[src/rtl/jkpb_pkg.sv]
package jkpb_pkg;

	localparam int COORD_BITS = 24;
	localparam int MARK_BITS = 24;
	localparam int U_BITS = 50;
	localparam int LOG_BITS = 23;
	localparam int CFG_IDX_BITS = 3;
	localparam int CFG_DATA_BITS = 32;

	// Squared-distance epsilon in Q.24
	localparam logic [U_BITS-1:0] EPS_Q24 = 50'd17;

	localparam logic [1:0] FUNC_ACCUM = 2'd0;
	localparam logic [1:0] FUNC_READ = 2'd1;
	localparam logic [1:0] FUNC_CLEAR = 2'd2;
	localparam logic [1:0] FUNC_NOP = 2'd3;

	localparam logic [CFG_IDX_BITS-1:0] REG_BOX_LENGTH = 3'd0;
	localparam logic [CFG_IDX_BITS-1:0] REG_REGIONS_PER_SIDE = 3'd1;
	localparam logic [CFG_IDX_BITS-1:0] REG_REGION_SCALE = 3'd2;
	localparam logic [CFG_IDX_BITS-1:0] REG_NUM_BINS = 3'd3;
	localparam logic [CFG_IDX_BITS-1:0] REG_BIN_SCALE = 3'd4;
	localparam logic [CFG_IDX_BITS-1:0] REG_BIN_OFFSET = 3'd5;

	localparam logic [23:0] RST_BOX_LENGTH = 24'd4194304;
	localparam logic [2:0] RST_REGIONS_PER_SIDE = 3'd4;
	localparam logic [31:0] RST_REGION_SCALE = 32'd16777216;
	localparam logic [4:0] RST_NUM_BINS = 5'd11;
	localparam logic signed [23:0] RST_BIN_SCALE = 24'sd51671;
	localparam logic signed [23:0] RST_BIN_OFFSET = -24'sd102985;

	typedef struct packed {
		logic [1:0] func;
		logic [COORD_BITS-1:0] first_x;
		logic [COORD_BITS-1:0] first_y;
		logic [COORD_BITS-1:0] first_z;
		logic signed [MARK_BITS-1:0] first_mark;
		logic [COORD_BITS-1:0] second_x;
		logic [COORD_BITS-1:0] second_y;
		logic [COORD_BITS-1:0] second_z;
		logic signed [MARK_BITS-1:0] second_mark;
		logic [5:0] read_region;
		logic [3:0] read_bin;
	} req_t;

	typedef struct packed {
		logic [5:0] out_region;
		logic [3:0] out_bin;
		logic signed [63:0] weighted_sum;
	} rsp_t;

endpackage

[src/rtl/jkpb_log2.sv]
// Fixed point log2(u) - 24 in Q.16: binary-search normalize, then 16 squarings
module jkpb_log2 (
	input  logic clk,
	input  logic arst_n,
	input  logic start,
	input  logic [63:0] u,
	output logic done,
	output logic signed [jkpb_pkg::LOG_BITS-1:0] lg
);

	typedef enum logic [1:0] {L_IDLE, L_NORM, L_SQ} phase_t;

	phase_t phase_q;
	logic [63:0] m_q;
	logic [5:0] msb_q;
	logic [2:0] k_q;
	logic [31:0] m32_q;
	logic [15:0] frac_q;
	logic [3:0] i_q;
	logic done_q;

	logic [6:0] sh;
	logic norm_hit;
	logic [63:0] m_next;
	logic [63:0] sq;
	logic [32:0] sq_t;
	logic [6:0] exp_w;

	// One normalize step: shift by 32, 16, ... 1 when the top bits are clear
	always_comb begin
		sh = 7'd1 << k_q;
		norm_hit = ((m_q >> (7'd64 - sh)) == 64'd0);
		m_next = norm_hit ? (m_q << sh) : m_q;
	end

	// One squaring step of the Q1.31 mantissa
	always_comb begin
		sq = 64'(m32_q) * 64'(m32_q);
		sq_t = sq[63:31];
	end

	always_ff @(posedge clk or negedge arst_n) begin
		if (!arst_n) begin
			phase_q <= L_IDLE;
			done_q <= 1'b0;
		end else begin
			done_q <= 1'b0;
			unique case (phase_q)
				L_IDLE: begin
					if (start) begin
						m_q <= u;
						msb_q <= 6'd63;
						k_q <= 3'd5;
						phase_q <= L_NORM;
					end
				end
				L_NORM: begin
					m_q <= m_next;
					if (norm_hit) msb_q <= msb_q - 6'(sh);
					k_q <= k_q - 3'd1;
					if (k_q == 3'd0) begin
						m32_q <= m_next[63:32];
						frac_q <= 16'd0;
						i_q <= 4'd15;
						phase_q <= L_SQ;
					end
				end
				L_SQ: begin
					m32_q <= sq_t[32] ? sq_t[32:1] : sq_t[31:0];
					frac_q <= {frac_q[14:0], sq_t[32]};
					i_q <= i_q - 4'd1;
					if (i_q == 4'd0) begin
						done_q <= 1'b1;
						phase_q <= L_IDLE;
					end
				end
				default: phase_q <= L_IDLE;
			endcase
		end
	end

	assign exp_w = {1'b0, msb_q} - 7'd24;
	assign lg = {exp_w, frac_q};
	assign done = done_q;

endmodule

[config.mk]
export PLATFORM = sky130hd
export DESIGN_NAME = jkpb_log2
export DESIGN_NICKNAME = d
export VERILOG_FILES = /design/src/rtl/jkpb_pkg.sv /design/src/rtl/jkpb_log2.sv
export SDC_FILE = /design/constraint.sdc
export NUM_CORES = 2
export LEC_CHECK = 0
export ABC_AREA = 1
export ABC_CLOCK_PERIOD_IN_PS = 13340
export BUFFER_PORTS_ARGS = -buffer_cell sky130_fd_sc_hd__buf_2
export CAP_MARGIN = 20
export CORE_UTILIZATION = 50
export DETAILED_ROUTE_END_ITERATION = 12
export PLACE_DENSITY = 0.66
export SLEW_MARGIN = 30
export SYNTH_ARGS = -nofsm -noshare
export SYNTH_HDL_FRONTEND = slang
export SYNTH_SLANG_ARGS = --single-unit
[constraint.sdc]
create_clock -name clk -period 13.34 [get_ports clk]
set_input_delay 2.668 -clock clk [delete_from_list [all_inputs] [get_ports clk]]
set_output_delay 2.668 -clock clk [all_outputs]
set_load 0.02 [all_outputs]
# Word-level counts from Yosys, hierarchy flattened
# Index checks and enable logic that the tools add are counted.
# classes
add_sub_neg	5
n_mul	1
eq_ne	6
n_shift	3
n_mux	21
n_reduce_logical	10
# op_table
cell	count
$mux 64	2
$pmux 64 s2	1
$logic_not 64->1	1
$mul 32x32->64	1
$mux 32	2
$pmux 32 s2	1
$shl 64x7->64	1
$shr 64x7->64	1
$pmux 16 s2	1
$mux 16	1
$mux 6	2
$pmux 6 s2	1
$reduce_and 3->1	3
$ne 2x2->1 const B	4
$pmux 4 s2	1
$shl 1x3->7 const A	1
$sub 6x5->7 const B	1
$sub 7x7->7 const A	1
$mux 2	3
$pmux 2 s3	1
$pmux 3 s2	1
$sub 6x6->6	1
$logic_not 4->1	1
$mux 4	1
other kinds (10)	12
# totals
register_bits	128
in_bits	67
out_inout_bits	24

# Depth between registers and ports, before layout
# depth
word_depth	7
depth_mapped	38
depth_no_buf	35

# Worst setup path after synthesis
# No wires, ideal clock.
# synth_path
path_type	reg-to-reg
start	register m32_q[12]
end	register m32_q[28] (data pin)
setup_ps	254
t_arrival_ps	7319
t_required_ps	13086
path_slack_ps	5767
stages_incl_launch_ff	36
path_buffers	4
period_less_slack_ps	7573
cell_sequence	edfxtp_1 clkbuf_1 clkbuf_1 clkbuf_1 nand2_1 fa_1 inv_1 fa_1 fa_1 inv_1 fa_1 inv_1 fa_1 inv_1 fa_1 inv_1 fa_1 fa_1 ha_1 a21oi_1 nand2_1 a21oi_1 nand2_1 nand2_1 nand3_1 nand2_1 nand2_1 nand2_1 inv_1 o21ai_0 nand2_1 inv_1 clkbuf_1 nand2_1 nand3_1 nand2_1
# synth_via
elab_chain_len	3
# synth_lines
item	line	rtl
from (decl)	jkpb_log2.sv:17	logic [31:0] m32_q;
from (signal assigned)	jkpb_log2.sv:62	m32_q <= m_next[63:32];
from (signal assigned)	jkpb_log2.sv:69	m32_q <= sq_t[32] ? sq_t[32:1] : sq_t[31:0];
$mul 32x32->64	jkpb_log2.sv:38	sq = 64'(m32_q) * 64'(m32_q);
$mux 32	jkpb_log2.sv:69	
$pmux 32 s2	jkpb_log2.sv:48	unique case (phase_q)
# Every way passes these cells.
# A chain may end at the register's enable or synchronous reset.

# Final worst setup path
# layout_path
start	register m32_q[18]
end	register m32_q[21] (data pin)
# The elaborated chain is that of the path after synthesis.

==> out/metrics.csv <==
metric,value,unit
status,finished clean,
total grt overflow,0,
sequential fraction of the synthesis area,0.0896,
hold_ws,0.514,ns
#FFs+latches synth,128,
metal3 WL,10300,microns
number of synthesis warnings,0,
RSZ-0062 raised after global routing,no,
Post-DP HPWL,100000,microns
worst-path maximum fanout,34,
Resized Gates After CTS,0,
worst path bufs/invs,7,
Root Driver,clkbuf_16,
Hold WC Path Type,flip-flop to flip-flop,
fin nets,6818,
kind of critical path,flip-flop to flip-flop,
CTS tree,done,
Worst setup startpoint,m32_q[18],
Clock Skews,0.0127,ns
Initial Util,0.508,
Worst EP required,13.55,ns
PortBufs,90,
xor/xnor cell area share of the yosys netlist,0.0170,
mux cell area share after synthesis,0.00258,
Final Non-Filler Cells,6793,
ys async rst share,0.0234,
CTS H-tree lvls,4,
Sink Count,128,
# DRC,0,
distinct cell type count of the synthesized netlist,48,
via count,36400,
Syn Inst Count,5726,
M1 WL,54700,microns
I/O Pins,91,
simple-gate share of the synthesized area,0.215,
share of layout cells above drive strength 1,0.0406,
Synth top cells by count,"nand2_1 (1504), inv_1 (1420), fa_1 (792), nand3_1 (467), ha_1 (313)",
Final setup viols,0,
CTS Hold Buffers Added,0,
Compound-Gate Fraction of Synth Area,0.0634,
"slowest stage delay, CP",0.60,ns
metal2 WL,60100,microns
total global-route track usage,0.307,
die area,86700,sq um
core area,84100,sq um
FF-to-FF Start,m32_q[18],
measured slew at the worst slew-check pin,1.14,ns
WP data arrival,8.36,ns
Bufs on Longest Clock Path,2,
uppermost layer routed,met5,
starting DRC count in detailed routing,3685,
Reg2Reg Setup Slack,5.18,ns
Tcrit/Tclk final,0.611,
Levels on crit path,31,
largest area contributor in the netlist,fa_1,
first-pass GRT wire length,206000,microns
max_cap viols,0,
Vias/cell,5.36,
most frequent cell after synthesis,nand2_1,
number of synthesized flops with an enable pin,125,
"Top FF cell, synth",edfxtp_1,
worst r2r path cells,31,
WL/cell,18.9,microns
hold path cells,1,
Die W,294,microns
clk_lat worst skew,0.46,ns
post-synth top area share,0.371,
GP Congestion,0.989,
adder-cell area share of the yosys netlist,0.462,
Post-CTS Setup Inserts,0,
"Max stage delay cell, worst path",fa_1,
TritonRoute pass-1 iters,8,
most area-consuming cells after synthesis,"fa_1 (37%), nand2_1 (13%), inv_1 (12%)",
largest family of logic cells by synthesized area,adder cells,
Critical Path End,m32_q[21],
CTS Buf Count,17,
Routed Wire Length,128000,microns
final number of max-transition violations,0,
antenna cells,0,
vias in the first global route,37100,
initial antenna violation count,1,
f_max,0.123,GHz
setup TNS,0,ns
Slew headroom,0.235,
Netlist Area Pre-Place,42700,sq um
standard-cell rows,106,
ANT nets after route,0,
Tmin final,8.16,ns
CP endpoint kind,flip-flop,
placed instance count,6760,
largest net degree at the start of global routing,70,
fill cell count,8348,
CP Launch Type,flip-flop,
"Net Count, Synth",6898,
r2r endpoint,m32_q[21],
"Hold Vio Cnt, Final",0,
CTS clock-pin slew for the worst setup and hold paths,0.07,ns
Die Height,294,microns
average cell area after synthesis,7.47,sq um
area delta synth->final,4.48,%
Worst path top cell family by delay,adder cells,
[per-layer routing]
metal | vias to the layer above | track usage
li1 | 17000 | -
met1 | 17700 | 0.436
met2 | 1499 | 0.500
met3 | 211 | 0.0384
met4 | 2 | 0.0741
met5 | - | 0
[through the flow]
step                area [sq um]  utilization  setup WS, ns
detailed placement         44000        0.524          4.94
CTS                        44600        0.531          4.89
floorplan                  42700            -          5.77
global placement           44000        0.524          5.02
global route               44700        0.531          4.76
finish                     44700        0.531          5.18
[worst min-delay path by stage]
stage           end   start  slack, ns
3_5_place_dp   done  i_q[3]       0.50
5_1_grt        done  i_q[3]       0.53
4_1_cts        done  i_q[3]       0.51
6_report       done  i_q[3]       0.51
3_3_place_gp   done  i_q[3]       0.49
2_1_floorplan  done  i_q[3]       0.45
[cell families (layout without fill, tap and decap cells)]
family | count (synthesis) | in the layout
muxes | 11 | 11
buffers and inverters | 1676 | 1609
AOI/OAI and AO/OA | 472 | 472
xor gates and xnor gates | 83 | 83
DFF | 128 | 128
adders and majority gates | 1105 | 1105
and+or+nand+nor | 2251 | 2251
[area by class of cell]
class,count,area [sq um],share of cell area
timing repair buffer,147,898,0.0201
tap,1134,1420,0.0318
clock buffer,17,425,0.00952
clock inverter,15,166,0.00373
multi-input combinational,3922,32600,0.729
sequential,128,3830,0.0857
inverter,1430,5370,0.120
[flip-flops by register name, summed over array words and instances (netlist names)]
signal / flops
frac_q: 16
m32_q: 32
i_q: 4
k_q: 3
phase_q: 2
msb_q: 6
done: 1
m_q: 64
[placed cells by master (no fill, tap or decap), types with 6 or more instances in the layout]
cell type  instances
nand4_1            8
buf_4             56
ha_1             312
mux2i_1           11
clkbuf_16         17
nor3_1            16
xnor2_1           31
inv_1           1418
a21o_1            12
o211ai_1          30
a31o_2             6
edfxtp_1         125
nor2_1           221
or2_2              7
a21oi_1          105
nand2_2            6
fa_1             792
o21ai_2           11
inv_2              6
buf_2             90
o21ai_0          223
nand3_1          467
nand2_1         1503
o21bai_1          20
inv_6              6
o22ai_1           10
a31oi_1           26
o21a_1            11
xor2_1            51
Power is left out: the tool's default activity adds up to more than one toggle a clock period on the data nets, which glitch-free logic cannot reach.
